===== src/sv/cpd_pkg.sv =====
// ----------------------------------------------------------------------------
// cpd_pkg
// Shared constants, types and the arctangent table for the phase CORDIC.
// ----------------------------------------------------------------------------
package cpd_pkg;

    // Operand width taken from each input field, and the datapath layout
    localparam int SAMPLE_WIDTH = 32;
    localparam int FIELD_WIDTH  = 32;
    localparam int DATA_WIDTH   = 64;
    localparam int GUARD_BITS   = 60 - SAMPLE_WIDTH;

    // Angle accumulator in units of 2^-16 degree
    localparam int ANGLE_WIDTH  = 26;
    localparam int CORDIC_ITERS = 23;
    localparam int DEG90        = 5898240;

    // Output in units of 2^-7 degree
    localparam int PHASE_WIDTH  = 16;
    localparam int ROUND_SHIFT  = 9;
    localparam int ROUND_HALF   = 256;
    localparam int OUT_MAX      = 23040;
    localparam int OUT_MIN      = -23040;

    // atan(2^-i) in degrees times 65536, rounded
    localparam logic signed [ANGLE_WIDTH-1:0] ATAN_TAB [CORDIC_ITERS] = '{
        26'sd2949120, 26'sd1740967, 26'sd919879, 26'sd466945, 26'sd234379,
        26'sd117304,  26'sd58666,   26'sd29335,  26'sd14668,  26'sd7334,
        26'sd3667,    26'sd1833,    26'sd917,    26'sd458,    26'sd229,
        26'sd115,     26'sd57,      26'sd29,     26'sd14,     26'sd7,
        26'sd4,       26'sd2,       26'sd1
    };

    // One vector in flight through the rotation stages
    typedef struct packed {
        logic signed [DATA_WIDTH-1:0]  x;
        logic signed [DATA_WIDTH-1:0]  y;
        logic signed [ANGLE_WIDTH-1:0] z;
        logic                          imag_zero;
        logic                          real_neg;
    } cpd_vec_t;

endpackage


===== src/sv/cpd_round.sv =====
// ----------------------------------------------------------------------------
// cpd_round
// Output stage: rounds the angle to 1/128 degree, clamps to +-180 degrees
// and substitutes the exact answer for a zero imaginary part.
// ----------------------------------------------------------------------------
module cpd_round
    import cpd_pkg::*;
(
    input  logic                          clk,
    input  logic                          rst_n,
    input  logic                          in_valid,
    output logic                          in_ready,
    input  cpd_vec_t                      in_vec,
    output logic                          out_valid,
    input  logic                          out_ready,
    output logic signed [PHASE_WIDTH-1:0] phase_angle
);

    localparam int SUM_WIDTH = ANGLE_WIDTH + 1;
    localparam int RND_WIDTH = SUM_WIDTH - ROUND_SHIFT;

    logic                          valid_reg;
    logic                          valid_next;
    logic signed [PHASE_WIDTH-1:0] phase_reg;
    logic signed [PHASE_WIDTH-1:0] phase_next;

    logic signed [SUM_WIDTH-1:0] z_sum;
    logic signed [SUM_WIDTH-1:0] z_shr;
    logic signed [RND_WIDTH-1:0] z_rnd;

    // round half up, floor shift
    assign z_sum = SUM_WIDTH'(in_vec.z) + SUM_WIDTH'(ROUND_HALF);
    assign z_shr = z_sum >>> ROUND_SHIFT;
    assign z_rnd = z_shr[RND_WIDTH-1:0];

    // clamp, and exact result on the real axis
    always_comb
    begin
        if (in_vec.imag_zero)
            phase_next = in_vec.real_neg ? PHASE_WIDTH'(OUT_MAX) : '0;
        else if (z_rnd > RND_WIDTH'(OUT_MAX))
            phase_next = PHASE_WIDTH'(OUT_MAX);
        else if (z_rnd < RND_WIDTH'(OUT_MIN))
            phase_next = PHASE_WIDTH'(OUT_MIN);
        else
            phase_next = z_rnd[PHASE_WIDTH-1:0];
    end

    // output register handshake
    assign in_ready   = !valid_reg || out_ready;
    assign valid_next = in_ready ? in_valid : valid_reg;

    always_ff @(posedge clk or negedge rst_n)
    begin
        if (!rst_n)
            valid_reg <= 1'b0;
        else
            valid_reg <= valid_next;
    end

    always_ff @(posedge clk)
    begin
        if (in_valid && in_ready)
            phase_reg <= phase_next;
    end

    assign out_valid   = valid_reg;
    assign phase_angle = phase_reg;

endmodule


===== config.mk =====
export PLATFORM = sky130hd
export DESIGN_NAME = cpd_round
export DESIGN_NICKNAME = d
export VERILOG_FILES = /design/src/sv/cpd_pkg.sv /design/src/sv/cpd_round.sv
export SDC_FILE = /design/constraint.sdc
export NUM_CORES = 1
export LEC_CHECK = 0
export ABC_AREA = 0
export BUFFER_PORTS_ARGS = -buffer_cell sky130_fd_sc_hd__buf_4
export CAP_MARGIN = 40
export CORE_AREA = 2 2 68 70
export CTS_BUF_LIST = sky130_fd_sc_hd__clkbuf_8
export DETAILED_ROUTE_END_ITERATION = 8
export DIE_AREA = 0 0 70 72
export PLACE_DENSITY_LB_ADDON = 0.05
export RECOVER_POWER = 50
export SETUP_SLACK_MARGIN = 0.2
export SYNTH_ARGS = -nofsm -noshare
export SYNTH_HDL_FRONTEND = slang
export SYNTH_SLANG_ARGS = --single-unit

===== constraint.sdc =====
create_clock -name clk -period 2.9 [get_ports clk]
set_clock_uncertainty 0.1 [all_clocks]
set_input_delay 0.145 -clock clk [delete_from_list [all_inputs] [get_ports clk]]
set_output_delay 0.145 -clock clk [all_outputs]
set_load 0.05 [all_outputs]

==> impl_metrics.py <==
metrics = {
    "run_status": {
        "status": "completed",
    },
    "min_path": {
        "holdCritPathClass": "in2reg",
    },
    "synthesis": {
        "synth_edf_count": 16,
        "ys_seq_area_frac": 0.3544,
        "synth-seq-cells": 17,
        "synth_fp_nets": 307,
        "async_reset_ff_frac": 0.05882,
        "netlist.area_leader.share": 0.3368,
        "yosysTopAreaCell": "edfxtp_1",
        "synth_area_mm2": 0.001426,
        "yosys_warnings": 0,
        "synth_cells": 146,
        "synth_cell_type_count": 48,
        "ys_top_cells_by_area": "edfxtp_1 (34%), xnor2_1 (4.9%), xor2_1 (4.9%)",
        "synth_flop_cell": "edfxtp_1",
        "syn_area_per_cell_um2": 9.770,
    },
    "global_routing": {
        "first_global_vias": 1220,
        "grt.overflow.total": 0,
        "track_usage": 0.1658,
        "grt_pass1_wl_um": 6423,
        "grt_max_degree": 17,
        "antenna_found_initial": 0,
    },
    "floorplanning": {
        "die_h_um": 72,
        "fp-row-count": 24,
        "dieWidth_um": 70,
        "dieArea_mm2": 0.005040,
        "start_util": 0.3345,
        "io_pins": 178,
        "core-area_mm2": 0.004264,
    },
    "clock_tree": {
        "cts_setup_buffers": 0,
        "worstSkewPairLatency_ns": 0.25,
        "cts.sinks": 17,
        "cts-root-buf": "clkbuf_8",
        "clock_path_buffers": 2,
        "clkSlewWorstSetupHoldPaths_ns": 0.07,
        "cts_buffers": 3,
        "htreeDepth": 1,
        "tritoncts": "built",
    },
    "route": {
        "drcViolationCount": 0,
        "ant_nets": 0,
        "detail_route.first_pass.iterations": 4,
        "post_drt_wl_per_cell_um": 17.13,
        "viasPerCell": 5.385,
        "drt-initial-drc-count": 36,
        "vias": 1260,
        "wl_um": 4008,
    },
    "timing": {
        "setup_tns_ns": 0,
        "setup_viol": 0,
        "worst-slew-pin-transition_ns": 1.084,
        "rsz0062_at_grt": "no",
        "fin_crit_sh": 0.8559,
        "finalHoldViolations": 0,
        "setup_ws_ns": 0.4178,
        "min_period_ns": 2.482,
        "slew_headroom": 0.2767,
        "fmaxAchievable_mhz": 402.9,
        "drv_slew": 0,
    },
    "placed_design": {
        "placedCellCount": 229,
        "dp_hpwl_um": 3034,
        "placed_area_mm2": 0.001753,
        "pre_cts_ws_ns": 0.2214,
        "gp_congestion": 0.8950,
        "io_buffers": 41,
    },
    "finish": {
        "diodes": 0,
        "final_cell_area_mm2": 0.001738,
        "syn_to_final_growth_pct": 21.84,
        "final_cells": 234,
        "nets": 344,
        "drive_above_1_share": 0.2088,
    },
    "power_and_ir_drop": {
        "ir_drop_mv": 0.1775,
        "powerDensity_mw_per_mm2": 397.5,
        "power.total_uw": 690.8,
        "p_leak_uw": 0.0006133,
    },
    "worst_setup_path": {
        "end_kind": "flip-flop",
        "crit_type": "in2reg",
        "required_ns": 2.81,
        "arrival_ns": 2.40,
        "worst-path-max-fanout": 7,
        "crit_path_start_kind": "primary input",
    },
    "flow_run": {
        "maxCapViolCount": 0,
    },
}
## area by class of cell
cell class	instances	area, um2
repair buffers	46	292.8
flip-flops and latches	17	505.5
inverters	2	7.507
fillers	455	2526
clock buffers	3	41.29
well taps	52	65.06
multi-input cells	113	822.0
clock inverters	1	3.754
## final timing paths
path	from	end	slack (ns)	cells past startpoint
setup / recovery	in_vec[10]	phase_angle[9]	0.42	9
min in group asynchronous	rst_n	out_valid	0.12	2
hold / removal	in_valid	out_valid	0.08	2
hold reg to reg	out_valid	out_valid	0.57	2
setup reg to reg	out_valid	phase_angle[2]	1.03	2
max in group asynchronous	rst_n	out_valid	2.50	2
## routing by layer
layer / vias to the layer above / GRT usage / wire length [um]
met4: 0 / 0.05128 / 66
li1: 625 / - / -
met1: 586 / 0.2222 / 1860
met2: 42 / 0.2688 / 1825
met5: - / 0 / 0
met3: 7 / 0.03750 / 255
## registers in the layout, summed over array words and instances, names as in the netlist
signal	cells
phase_angle	16
out_valid	1
## timing repair
action,CTS,global route
gates resized for setup,0,0
hold buffers,1,0
hold endpoints to repair,1,0
## through the flow
| stage | hold slack [ns] | util |
|---|---|---|
| 2_1_floorplan | -0.2506 | - |
| 3_3_place_gp | -0.1793 | 0.4111 |
| 3_5_place_dp | -0.1788 | 0.4111 |
| 4_1_cts | 0.05851 | 0.4240 |
| 5_1_grt | 0.06581 | 0.4076 |
| 6_report | 0.07552 | 0.4076 |
## placed cells by master (no fill, tap or decap), types with 2 or more instances in the layout
cell,synthesis,routed
clkbuf_1,1,18
a211o_1,2,2
nor2_1,8,9
nand3_1,8,8
o21ai_0,2,2
nand4_1,6,6
inv_1,2,3
buf_4,3,25
mux2_2,2,2
xor2_1,8,8
nand2_1,10,10
and4_1,5,5
o2bb2ai_1,2,2
o21a_1,3,3
clkbuf_8,0,3
a31oi_1,4,4
and2_1,3,2
and3_1,3,3
nand2b_1,2,2
edfxtp_1,16,16
xnor2_1,8,8
nor3_1,13,13
## worst max-delay path, cell delays in order
cell	delay [ns]
buf_4	0.10
ha_1	0.21
nand3_1	0.18
nor2_1	0.32
and3_1	0.29
mux2_2	0.35
o22ai_1	0.24
a32oi_4	0.22
o31a_1	0.33
## synth_stat cells, drive strengths merged (2+ instances only)
cell,n
nand2,10
nor3,13
o21ai,3
xnor2,9
nand3,8
nor2,9
and4,5
inv,2
buf,13
and3,3
xor2,8
a211o,2
a31oi,4
and2,3
mux2,2
o21a,3
a32oi,2
nand4,7
nand2b,2
o2bb2ai,2
edfxtp,16
## power breakdown
| group | internal, uW | total [uW] | switching, uW |
|---|---|---|---|
| Clock | 94.2 | 184 | 90.1 |
| Sequential | 288 | 293 | 4.97 |
| Combinational | 72.1 | 213 | 141 |
## cells by family (layout without fill, tap and decap cells)
logic type,after synthesis,in the layout,share of synthesized area
DFF,17,17,0.3544
and+or+nand+nor,65,65,0.2754
buffers and inverters,16,52,0.06754
muxes,2,2,0.01579
AOI/OAI and AO/OA,28,28,0.1684
xor gates and xnor gates,17,17,0.1097
adders and majority gates,1,1,0.008771
Power figures use the tool's default switching activity.
