## src/sv/cpd_pkg.sv

```systemverilog
// ----------------------------------------------------------------------------
// cpd_pkg
// Shared constants, types and the arctangent table for the phase CORDIC.
// ----------------------------------------------------------------------------
package cpd_pkg;

    // Operand width taken from each input field, and the datapath layout
    localparam int SAMPLE_WIDTH = 32;
    localparam int FIELD_WIDTH  = 32;
    localparam int DATA_WIDTH   = 64;
    localparam int GUARD_BITS   = 60 - SAMPLE_WIDTH;

    // Angle accumulator in units of 2^-16 degree
    localparam int ANGLE_WIDTH  = 26;
    localparam int CORDIC_ITERS = 23;
    localparam int DEG90        = 5898240;

    // Output in units of 2^-7 degree
    localparam int PHASE_WIDTH  = 16;
    localparam int ROUND_SHIFT  = 9;
    localparam int ROUND_HALF   = 256;
    localparam int OUT_MAX      = 23040;
    localparam int OUT_MIN      = -23040;

    // atan(2^-i) in degrees times 65536, rounded
    localparam logic signed [ANGLE_WIDTH-1:0] ATAN_TAB [CORDIC_ITERS] = '{
        26'sd2949120, 26'sd1740967, 26'sd919879, 26'sd466945, 26'sd234379,
        26'sd117304,  26'sd58666,   26'sd29335,  26'sd14668,  26'sd7334,
        26'sd3667,    26'sd1833,    26'sd917,    26'sd458,    26'sd229,
        26'sd115,     26'sd57,      26'sd29,     26'sd14,     26'sd7,
        26'sd4,       26'sd2,       26'sd1
    };

    // One vector in flight through the rotation stages
    typedef struct packed {
        logic signed [DATA_WIDTH-1:0]  x;
        logic signed [DATA_WIDTH-1:0]  y;
        logic signed [ANGLE_WIDTH-1:0] z;
        logic                          imag_zero;
        logic                          real_neg;
    } cpd_vec_t;

endpackage

```

## src/sv/cpd_prerot.sv

```systemverilog
// ----------------------------------------------------------------------------
// cpd_prerot
// Input stage: sign-extends the operands, adds guard bits and turns the
// vector into the right half plane with a starting angle of 0 or +-90 degrees.
// ----------------------------------------------------------------------------
module cpd_prerot
    import cpd_pkg::*;
(
    input  logic                          clk,
    input  logic                          rst_n,
    input  logic                          in_valid,
    output logic                          in_ready,
    input  logic signed [FIELD_WIDTH-1:0] real_part,
    input  logic signed [FIELD_WIDTH-1:0] imag_part,
    output logic                          out_valid,
    input  logic                          out_ready,
    output cpd_vec_t                      out_vec
);

    logic     valid_reg;
    logic     valid_next;
    cpd_vec_t vec_reg;
    cpd_vec_t vec_next;

    logic signed [DATA_WIDTH-1:0] re_ext;
    logic signed [DATA_WIDTH-1:0] im_ext;
    logic signed [DATA_WIDTH-1:0] x_g;
    logic signed [DATA_WIDTH-1:0] y_g;

    // operand extension and guard bits
    assign re_ext = DATA_WIDTH'($signed(real_part[SAMPLE_WIDTH-1:0]));
    assign im_ext = DATA_WIDTH'($signed(imag_part[SAMPLE_WIDTH-1:0]));
    assign x_g    = re_ext <<< GUARD_BITS;
    assign y_g    = im_ext <<< GUARD_BITS;

    // quadrant fold
    always_comb
    begin
        vec_next.imag_zero = (im_ext == '0);
        vec_next.real_neg  = re_ext[DATA_WIDTH-1];
        if (x_g[DATA_WIDTH-1])
        begin
            if (y_g[DATA_WIDTH-1])
            begin
                vec_next.x = -y_g;
                vec_next.y = x_g;
                vec_next.z = -ANGLE_WIDTH'(DEG90);
            end
            else
            begin
                vec_next.x = y_g;
                vec_next.y = -x_g;
                vec_next.z = ANGLE_WIDTH'(DEG90);
            end
        end
        else
        begin
            vec_next.x = x_g;
            vec_next.y = y_g;
            vec_next.z = '0;
        end
    end

    // stage handshake
    assign in_ready   = !valid_reg || out_ready;
    assign valid_next = in_ready ? in_valid : valid_reg;

    always_ff @(posedge clk or negedge rst_n)
    begin
        if (!rst_n)
            valid_reg <= 1'b0;
        else
            valid_reg <= valid_next;
    end

    always_ff @(posedge clk)
    begin
        if (in_valid && in_ready)
            vec_reg <= vec_next;
    end

    assign out_valid = valid_reg;
    assign out_vec   = vec_reg;

endmodule

```

## config.mk

```make
export PLATFORM = sky130hd
export DESIGN_NAME = cpd_prerot
export DESIGN_NICKNAME = d
export VERILOG_FILES = /design/src/sv/cpd_pkg.sv /design/src/sv/cpd_prerot.sv
export SDC_FILE = /design/constraint.sdc
export NUM_CORES = 1
export LEC_CHECK = 0
export BUFFER_PORTS_ARGS = -buffer_cell sky130_fd_sc_hd__buf_2
export CAP_MARGIN = 20
export CORE_ASPECT_RATIO = 0.7
export CORE_MARGIN = 4
export CORE_UTILIZATION = 52
export DETAILED_ROUTE_END_ITERATION = 10
export GPL_TIMING_DRIVEN = 1
export HOLD_SLACK_MARGIN = 0.12
export PLACE_DENSITY_LB_ADDON = 0.3
export REMOVE_ABC_BUFFERS = 1
export SYNTH_ARGS = -nofsm -noshare
export SYNTH_HDL_FRONTEND = slang
export SYNTH_SLANG_ARGS = --single-unit
```

## constraint.sdc

```tcl
create_clock -name clk -period 7.9 [get_ports clk]
set_clock_uncertainty 0.15 [all_clocks]
set_input_delay 0.79 -clock clk [delete_from_list [all_inputs] [get_ports clk]]
set_output_delay 0.79 -clock clk [all_outputs]
set_load 0.02 [all_outputs]
```

==> flow_metrics.tcl, run 1 <==
set metrics [dict create \
    grt-ovfl-total 0 \
    ys_seq_area_frac 0.461 \
    ys.flop_type "edfxtp_1" \
    chipWidth_um 126 \
    syn_area_per_cell_um2 9.87 \
    wirelength_um 12600 \
    grt_pass1_vias 3814 \
    p_per_area_mw_per_mm2 203 \
    ff_latch_area_mm2 0.00234 \
    drc 0 \
    drv_cap 0 \
    fin_hold_ws_ns 0.395 \
    dr.pass1.iters 6 \
    yosys-top-cells-count "buf_4, edfxtp_1, nor2_1, a21oi_1, xor2_1" \
    hold_class "flip-flop to flip-flop" \
    end_kind "flip-flop" \
    synthAdderAreaFrac 0.00740 \
    synth_top_family_by_area "buffers and inverters" \
    cts_resized 0 \
    ant_nets 0 \
    rows 29 \
    critical_path.slowest_cell "nor4_4" \
    final_max_slew_viol_count 0 \
    relSlewSlack 0.328 \
    antenna_found_initial 0 \
    htree_levels 3 \
    dp_hpwl_um 8940 \
    yosys_register_bits 78 \
    yosys.area_share.simple 0.145 \
    cp_cell_sequence "buf_2, inv_1, ha_1, or3b_2, nor4_4, a31oi_1, xnor2_1, a21oi_1" \
    gp_congestion 0.864 \
    cts_tree "done" \
    fin_util 0.639 \
    status "complete, no violations" \
    area_growth_pct 17.1 \
    tightest_slew_ns 1.01 \
    initial_utilization 0.546 \
    multi_input_area_mm2 0.00227 \
    max-vdd-ir-drop_mv 0.128 \
    drt_iter0_drc 415 \
    dieArea_mm2 0.0114 \
    crit_type "input port to flip-flop" \
    ff2ff_setup_slack_ns 6.02 \
    clockRootBuffer "clkbuf_16" \
    synth_top_area_share 0.456 \
    cts.path.max_buffers 2 \
    synth_top_area_cell "edfxtp_1" \
    synthMuxAreaShare 0.00395 \
    antenna_cells 0 \
    arrival_ns 2.84 \
    cts.clk_slew.worst_paths_ns 0.06 \
    syn-cell-area_mm2 0.00507 \
    synth_compound_area_frac 0.135 \
    routedWlPerCell_um 16.2 \
    viasPerCell 5.25 \
    yosysWarnings 0 \
    synthXorXnorAreaFrac 0.0984 \
    setup_viol 0 \
    fin_nets 719 \
    p_leak_uw 0.00248 \
    fmax_ghz 0.340 \
    final.setup.tns_ns 0 \
    num-fill-cells 773 \
    yosysMostFrequentCell "buf_4" \
    core-area_mm2 0.00929 \
    ys_types 41 \
    fp.dieH_um 90.6 \
    finalCritPeriodShare 0.372 \
    crit_path_max_fanout 10 \
    syn_inst 514 \
    crit_path_start_kind "input port" \
    slowest_delay_ns 0.63 \
    cts_sinks 78 \
    synthArstFlopShare 0.0128 \
    drive_gt1_frac 0.279 \
    grt_max_degree 78 \
    cp.required_ns 7.80 \
    clk_latency_ns 0.33 \
    synth-edff-count 77 \
    grt_pass1_wl_um 19300 \
    synthTopCellsByArea "edfxtp_1, buf_4, a21oi_1, nor2_1, xor2_1" \
    period_needed_ns 2.94 \
    num_vias 4080 \
    rsz0062_at_grt "false" \
    portBuffers 152 \
    final_hold_viol_count 0 \
    ioPinCount 226 \
    grt_usage 0.211 \
    cts_made_buffers 9 \
]
## area by class of cell
cell class | count | area share
Multi-Input combinational cell | 391 | 0.382
Clock buffer | 11 | 0.0392
Clock inverter | 5 | 0.0181
Inverter | 12 | 0.00758
Timing Repair Buffer | 156 | 0.134
Sequential cell | 78 | 0.394
Tap cell | 124 | 0.0261
## timing repair
item,CTS,global route
hold buffers,1,0
endpoints found under the hold margin,1,0
buffers inserted,0,0
## cells in the final DEF, fill, tap and decap left out, types with 7 or more instances in the layout
master     count
a31oi_1       11
conb_1        76
clkbuf_16      9
edfxtp_1      77
o21ai_0       14
buf_2        151
o41ai_1       10
inv_1         12
xnor2_1       27
nor3_1         8
nand2_1       10
xor2_1        30
o31ai_1        7
a21oi_1       66
nor2_1        77
## worst paths after layout
check,startpoint,end,cells past startpoint
setup / recovery,real_part[0],out_vec[78],8
hold / removal,out_valid,out_valid,2
setup reg to reg,out_valid,out_vec[124],2
hold reg to reg,out_valid,out_valid,2
max in group asynchronous,rst_n,out_valid,2
min in group asynchronous,rst_n,out_valid,2
## cell families (layout without fill, tap and decap cells)
| kind of cell | Yosys count | count (layout) |
|---|---|---|
| compound gates | 115 | 115 |
| xor+xnor | 57 | 57 |
| fa+ha+maj | 3 | 3 |
| buf+inv | 120 | 184 |
| flops | 78 | 78 |
| mux | 2 | 2 |
| other cells | 1 | 76 |
| simple gates | 138 | 138 |
## power breakdown
part	leakage [µW]	total, µW	switching (µW)	internal [µW]
logic	0.00157	234	164	70.6
registers	0.000739	500	7.58	492
clock network	0.000164	473	163	310
## worst max-delay path: cells and delay by family
| kind | cells | cell delay (ns) |
|---|---|---|
| adders and majority gates | 1 | 0.17 |
| AOI/OAI and AO/OA | 2 | 0.33 |
| buffers and inverters | 2 | 0.19 |
| and+or+nand+nor | 2 | 1.14 |
| xor gates and xnor gates | 1 | 0.21 |
## through the flow
stage                     total power, µW  setup WS, ns  area (µm²)  std cells
after floorplan                       649          4.42        4650        481
after global placement                734          4.57        5580        759
after detailed placement              739          4.45        5580        759
after CTS                            1210          4.82        5930        776
after global routing                 1260          4.81        5940        777
final                                1210          4.96        5940        777
## registers in the layout (all words and copies together), names as in the netlist
register	count
out_vec	77
out_valid	1
## metal layers
metal  global-route usage  up-vias  wire length (µm)  part of all wire
li1                     -     1950                 -                 -
met1                0.283     1893              5410              0.43
met2                0.335      220              5840              0.46
met3               0.0603       17              1190             0.094
met4               0.0634        0               163             0.013
met5                    0        -                 0                 0
Power figures use the tool's default switching activity.
==> run 2, diff against run 1 <==
--- a/config.mk
+++ b/config.mk
@@ -5,11 +5,12 @@
 export SDC_FILE = /design/constraint.sdc
 export NUM_CORES = 1
 export LEC_CHECK = 0
+export ABC_AREA = 1
 export BUFFER_PORTS_ARGS = -buffer_cell sky130_fd_sc_hd__buf_2
 export CAP_MARGIN = 20
 export CORE_ASPECT_RATIO = 0.7
 export CORE_MARGIN = 4
-export CORE_UTILIZATION = 52
+export CORE_UTILIZATION = 50
 export DETAILED_ROUTE_END_ITERATION = 10
 export GPL_TIMING_DRIVEN = 1
 export HOLD_SLACK_MARGIN = 0.12
==> constraint.sdc (replaced) <==
create_clock -name clk -period 2.9 [get_ports clk]
set_clock_uncertainty 0.15 [all_clocks]
set_input_delay 0.29 -clock clk [delete_from_list [all_inputs] [get_ports clk]]
set_output_delay 0.29 -clock clk [all_outputs]
set_load 0.02 [all_outputs]
==> run 2 against run 1 <==
Combinational power rose to 3.1 times the previous value. Clock power up 140%. Sequential cell count is the same. First-iteration DRC count is 39% higher. Critical path type unchanged. Critical endpoint is now out_vec[147]. Largest power group unchanged.
==> flow_metrics.tcl, run 2 <==
set metrics [dict create \
    fmax_ghz 0.438 \
    cp.required_ns 2.82 \
    wirelength_um 16000 \
    clk_latency_ns 0.33 \
    yosysWarnings 0 \
    syn_inst 733 \
    cts.path.max_buffers 2 \
    num_vias 5265 \
    path_common_cell "nand3_1" \
    final_hold_viol_count 0 \
    layout_commonest_cell "nand2_1" \
    relSlewSlack 0.593 \
    ff_latch_area_mm2 0.00234 \
    rows 31 \
    cts_resized 0 \
    synth-edff-count 77 \
    grt_pass1_vias 4619 \
    rsz0062_at_grt "false" \
    tightest_slew_ns 0.606 \
    drc 0 \
    status "complete, no violations" \
    multi_input_area_mm2 0.00256 \
    cts_setup_buffers 0 \
    fp.dieH_um 96.3 \
    ys_seq_area_frac 0.420 \
    drv_cap 0 \
    arrival_ns 2.20 \
    ioPinCount 226 \
    finalCritPeriodShare 0.787 \
    p_per_area_mw_per_mm2 491 \
    setup_viol 0 \
    p_leak_uw 0.00313 \
    gp_congestion 0.942 \
    core-area_mm2 0.0106 \
    layout_common_cells "nand2_1, buf_2, nand3_1" \
    cts_made_buffers 9 \
    chipWidth_um 134 \
    max-vdd-ir-drop_mv 0.253 \
    grt_pass1_wl_um 24000 \
    area_growth_pct 16.8 \
    initial_utilization 0.526 \
    cp_top_family "simple AND/OR/NAND/NOR gates" \
    grt_usage 0.240 \
    crit_path_max_fanout 5 \
    synthTopCellsByArea "edfxtp_1, nand2_1, buf_4, nand3_1, nor2_1" \
    critical_path.slowest_cell "dlygate4sd3_1" \
    antenna_found_initial 1 \
    timing.final.ws_setup_ns 0.619 \
    cp_cell_sequence "dlygate4sd3_1, buf_2, inv_1, nand3_1, nor2_1, nand2_1, nand2_1, nand3_1, nand3_1, o21ai_0" \
    syn-cell-area_mm2 0.00557 \
    clkPwrFrac 0.352 \
    yosys-top-cells-count "nand2_1, buf_4, nand3_1, edfxtp_1, nor2_1" \
    cp_num_buf_inv 3 \
    ant_nets 0 \
    portBuffers 152 \
    cts_tree "done" \
    slowest_delay_ns 0.54 \
    yosys_register_bits 78 \
    yosysMostFrequentCell "nand2_1" \
    dp_hpwl_um 11900 \
    cts_sinks 78 \
    crit_type "input port to flip-flop" \
    p_int_uw 2220 \
    swShare 0.307 \
    hold_class "input port to flip-flop" \
    routedWlPerCell_um 15.5 \
    num-fill-cells 1008 \
    power_frac_comb 0.224 \
    power_uw 3200 \
    synth_top_area_share 0.415 \
    dieArea_mm2 0.0129 \
    clockRootBuffer "clkbuf_16" \
    cts.clk_slew.worst_paths_ns 0.06 \
    grt-ovfl-total 0 \
    p_switching_uw 980 \
    end_kind "flip-flop" \
    drive_gt1_frac 0.213 \
    ys.flop_type "edfxtp_1" \
    syn_area_per_cell_um2 7.60 \
    synth_top_area_cell "edfxtp_1" \
    fin_nets 952 \
    seq_power_share 0.424 \
    grt_max_degree 57 \
    ys_types 31 \
    largest_reg_flops 77 \
    viasPerCell 5.09 \
    period_needed_ns 2.28 \
    drt_iter0_drc 576 \
    crit_path_start_kind "input port" \
    ctsHoldBuffers 10 \
    antenna_cells 0 \
    synthArstFlopShare 0.0128 \
    final_max_slew_viol_count 0 \
    fin_util 0.615 \
    dr.pass1.iters 5 \
    dp_slack_ns 0.816 \
    htree_levels 3 \
]
## run 2: routing by layer
layer | vias to the layer above | share of wire | global-route usage
met5 | - | 0.00044 | 0
met4 | 2 | 0.020 | 0.0653
met3 | 29 | 0.11 | 0.0502
met2 | 314 | 0.43 | 0.376
met1 | 2385 | 0.43 | 0.341
li1 | 2535 | - | -
## run 2: metrics by stage
step / std cells / area [µm²] / hold slack (ns) / setup TNS, ns
after floorplan: 703 / 5120 / -0.156 / -156.47
after global placement: 1008 / 6110 / -0.0842 / 0
after detailed placement: 1008 / 6110 / -0.0832 / 0
after CTS: 1034 / 6510 / 0.123 / 0
after global routing: 1034 / 6510 / 0.141 / 0
final: 1034 / 6510 / 0.135 / 0
## run 2: power groups by stage
stage | sequential (µW) | combinational (µW) | clock [µW]
2_1_floorplan | 1490 | 332 | 0
3_3_place_gp | 1380 | 684 | 0
3_5_place_dp | 1380 | 690 | 0
4_1_cts | 1360 | 704 | 1140
5_1_grt | 1360 | 779 | 1190
6_report | 1360 | 715 | 1130
## run 2: cell families after synthesis
| logic type | synth area share |
|---|---|
| compound gates | 0.0591 |
| xor+xnor | 0.0267 |
| fa+ha+maj | 0.00674 |
| buf+inv | 0.173 |
| flops | 0.420 |
| other cells | 0.000673 |
| simple gates | 0.314 |
## run 2: worst reg2reg max path: stages (launching register included)
cell and delay, ns:
dfrtp_1 0.42, a21oi_4 0.24, buf_4 0.49
## run 2: final cells by class
cell class	count	area share
timing repair buffer	167	0.138
tap	148	0.0285
clock buffer	11	0.0373
inverter	62	0.0358
clock inverter	5	0.00769
multi-input combinational	563	0.394
sequential	78	0.359
## run 2: path summary, 6_finish.rpt
check	from	endpoint	slack (ns)	cells past startpoint
hold reg to reg	out_valid	out_vec[90]	0.53	1
hold / removal	imag_part[29]	out_vec[85]	0.13	3
setup / recovery	imag_part[0]	out_vec[147]	0.62	10
setup reg to reg	out_valid	out_vec[143]	1.21	2
max in group asynchronous	rst_n	out_valid	1.83	3
min in group asynchronous	rst_n	out_valid	0.66	3
==> run 3, diff against run 2 <==
--- a/config.mk
+++ b/config.mk
@@ -5,12 +5,12 @@
 export SDC_FILE = /design/constraint.sdc
 export NUM_CORES = 1
 export LEC_CHECK = 0
-export ABC_AREA = 1
+export ABC_AREA = 0
 export BUFFER_PORTS_ARGS = -buffer_cell sky130_fd_sc_hd__buf_2
 export CAP_MARGIN = 20
 export CORE_ASPECT_RATIO = 0.7
 export CORE_MARGIN = 4
-export CORE_UTILIZATION = 50
+export CORE_UTILIZATION = 44
 export DETAILED_ROUTE_END_ITERATION = 10
 export GPL_TIMING_DRIVEN = 1
 export HOLD_SLACK_MARGIN = 0.12
==> constraint.sdc (replaced) <==
create_clock -name clk -period 1.8 [get_ports clk]
set_clock_uncertainty 0.15 [all_clocks]
set_input_delay 0.18 -clock clk [delete_from_list [all_inputs] [get_ports clk]]
set_output_delay 0.18 -clock clk [all_outputs]
set_load 0.02 [all_outputs]
==> run 3 against run 2 <==
The run now ends with setup timing left. Power is 74% higher. Global-route usage fell by 3.2 points. Via count fell by 12%. Sequential cell count unchanged. Worst setup slack worse by 0.66 ns. Design area increased by 12%. Routed wire length down 6.2%. Clock power rose by 86%.
==> flow_metrics.tcl, run 3 (synthesized netlist as in run 1, its figures left out) <==
set metrics [dict create \
    dieArea_mm2 0.0133 \
    routedWlPerCell_um 16.3 \
    seq_power_share 0.392 \
    swShare 0.284 \
    drv_cap 0 \
    crit_path_start_kind "input port" \
    layout_common_cells "buf_2, buf_4, edfxtp_1" \
    fp.dieH_um 97.8 \
    power_uw 5570 \
    wl_met2_um 7260 \
    cts_made_buffers 9 \
    core-area_mm2 0.0111 \
    max-vdd-ir-drop_mv 0.441 \
    reg2reg_depth 3 \
    cp.required_ns 1.74 \
    grt_usage 0.208 \
    chipWidth_um 136 \
    crit_path_max_fanout 5 \
    ioPinCount 226 \
    hold_class "input port to flip-flop" \
    viasPerCell 5.02 \
    area_growth_pct 44.0 \
    gp_congestion 0.875 \
    initial_utilization 0.456 \
    grt-ovfl-total 0 \
    p_switching_uw 1580 \
    drive_gt1_frac 0.414 \
    grt_max_degree 66 \
    cts_tree "done" \
    dp_slack_ns -0.464 \
    end_kind "flip-flop" \
    final_max_slew_viol_count 0 \
    routed-wl-met3_um 1530 \
    grt_pass1_vias 4469 \
    highest_layer "met5" \
    num_vias 4610 \
    rsz0062_at_grt "true" \
    timing.final.ws_setup_ns -0.0447 \
    final.setup.tns_ns -0.198 \
    largest_reg_flops 77 \
    antenna_found_initial 2 \
    fmax_ghz 0.542 \
    wirelength_um 15000 \
    cts.clk_slew.worst_paths_ns 0.06 \
    ant_nets 0 \
    finalCritPeriodShare 1.02 \
    hold_depth 4 \
    dp_hpwl_um 10400 \
    power_frac_comb 0.230 \
    clk_latency_ns 0.34 \
    antenna_cells 0 \
    arrival_ns 1.78 \
    setup_viol 8 \
    final_hold_viol_count 0 \
    violations "setup timing" \
    cts_sinks 78 \
    htree_levels 3 \
    layout_commonest_cell "buf_2" \
    p_per_area_mw_per_mm2 763 \
    p_int_uw 3990 \
    crit_type "input port to flip-flop" \
    rows 32 \
    drt_iter0_drc 343 \
    cts.path.max_buffers 2 \
    drc 0 \
    p_leak_uw 0.00319 \
    period_needed_ns 1.84 \
    clkPwrFrac 0.378 \
    fin_hold_ws_ns 0.109 \
    fin_nets 831 \
    m1WireLength_um 6060 \
    portBuffers 152 \
    dr.pass1.iters 5 \
    status "finished, violations left" \
    clockRootBuffer "clkbuf_16" \
    grt_pass1_wl_um 22100 \
]
==> run 3: cell types whose count changed in the layout (fill, tap and decap cells not counted), moves of 8 or more <==
| cell | delta |
|---|---|
| xnor2_1 | +21 |
| buf_2 | -8 |
| nand3_1 | -79 |
| nand4_1 | -8 |
| buf_4 | +84 |
| xor2_1 | +18 |
| nand2_1 | -206 |
| o21ai_0 | -33 |
| buf_6 | +13 |
| a21oi_1 | +60 |
| inv_1 | -50 |
==> run 3: layout make-up <==
class | instances | area [µm²]
Clock buffer | 10 | 229
Clock inverter | 6 | 110
Fill cell | 898 | 3830
Inverter | 12 | 45.0
Multi-Input combinational cell | 391 | 2590
Sequential cell | 78 | 2340
Tap cell | 153 | 191
Timing Repair Buffer | 268 | 1800
==> run 3: path summary, 6_finish.rpt <==
path	start	endpoint	slack [ns]
max in group asynchronous	rst_n	out_valid	0.87
worst max-delay path	real_part[7]	out_vec[82]	-0.04
min in group asynchronous	rst_n	out_valid	0.53
worst max register to register	out_valid	out_vec[131]	0.38
worst min-delay path	real_part[0]	out_vec[56]	0.11
worst min register to register	out_valid	out_vec[154]	0.64
==> run 3: layer usage <==
layer | global-route usage | vias up
li1 | - | 2171
met1 | 0.270 | 2182
met2 | 0.339 | 234
met3 | 0.0736 | 19
met4 | 0.0411 | 4
met5 | 0 | -
==> run 3: critical path, cell delays in order <==
cell	delay (ns)
buf_6	0.09
or4_4	0.56
buf_6	0.15
nor4_4	0.18
buf_6	0.20
a41oi_2	0.14
xnor2_1	0.19
a21oi_1	0.08
==> run 3: what timing repair did <==
item	CTS	global route
hold buffers	18	0
gates resized for setup	26	51
endpoints found under the hold margin	19	0
endpoints found under the setup margin	20	33
pin swaps	12	29
buffers inserted	3	6
gates cloned	0	1
==> run 3: power groups by stage <==
stage	Clock (µW)	Sequential, µW	Combinational, µW
6_report	2100	2190	1280
3_3_place_gp	0	2220	1140
2_1_floorplan	0	2390	454
5_1_grt	2230	2200	1380
4_1_cts	2150	2190	1220
3_5_place_dp	0	2220	1160
==> run 3: metrics by stage <==
stage,instances,util,cell area (µm²)
floorplan,481,-,4650
global placement,876,0.569,6330
detailed placement,876,0.569,6330
CTS,913,0.628,6990
global route,918,0.656,7300
finish,918,0.656,7300
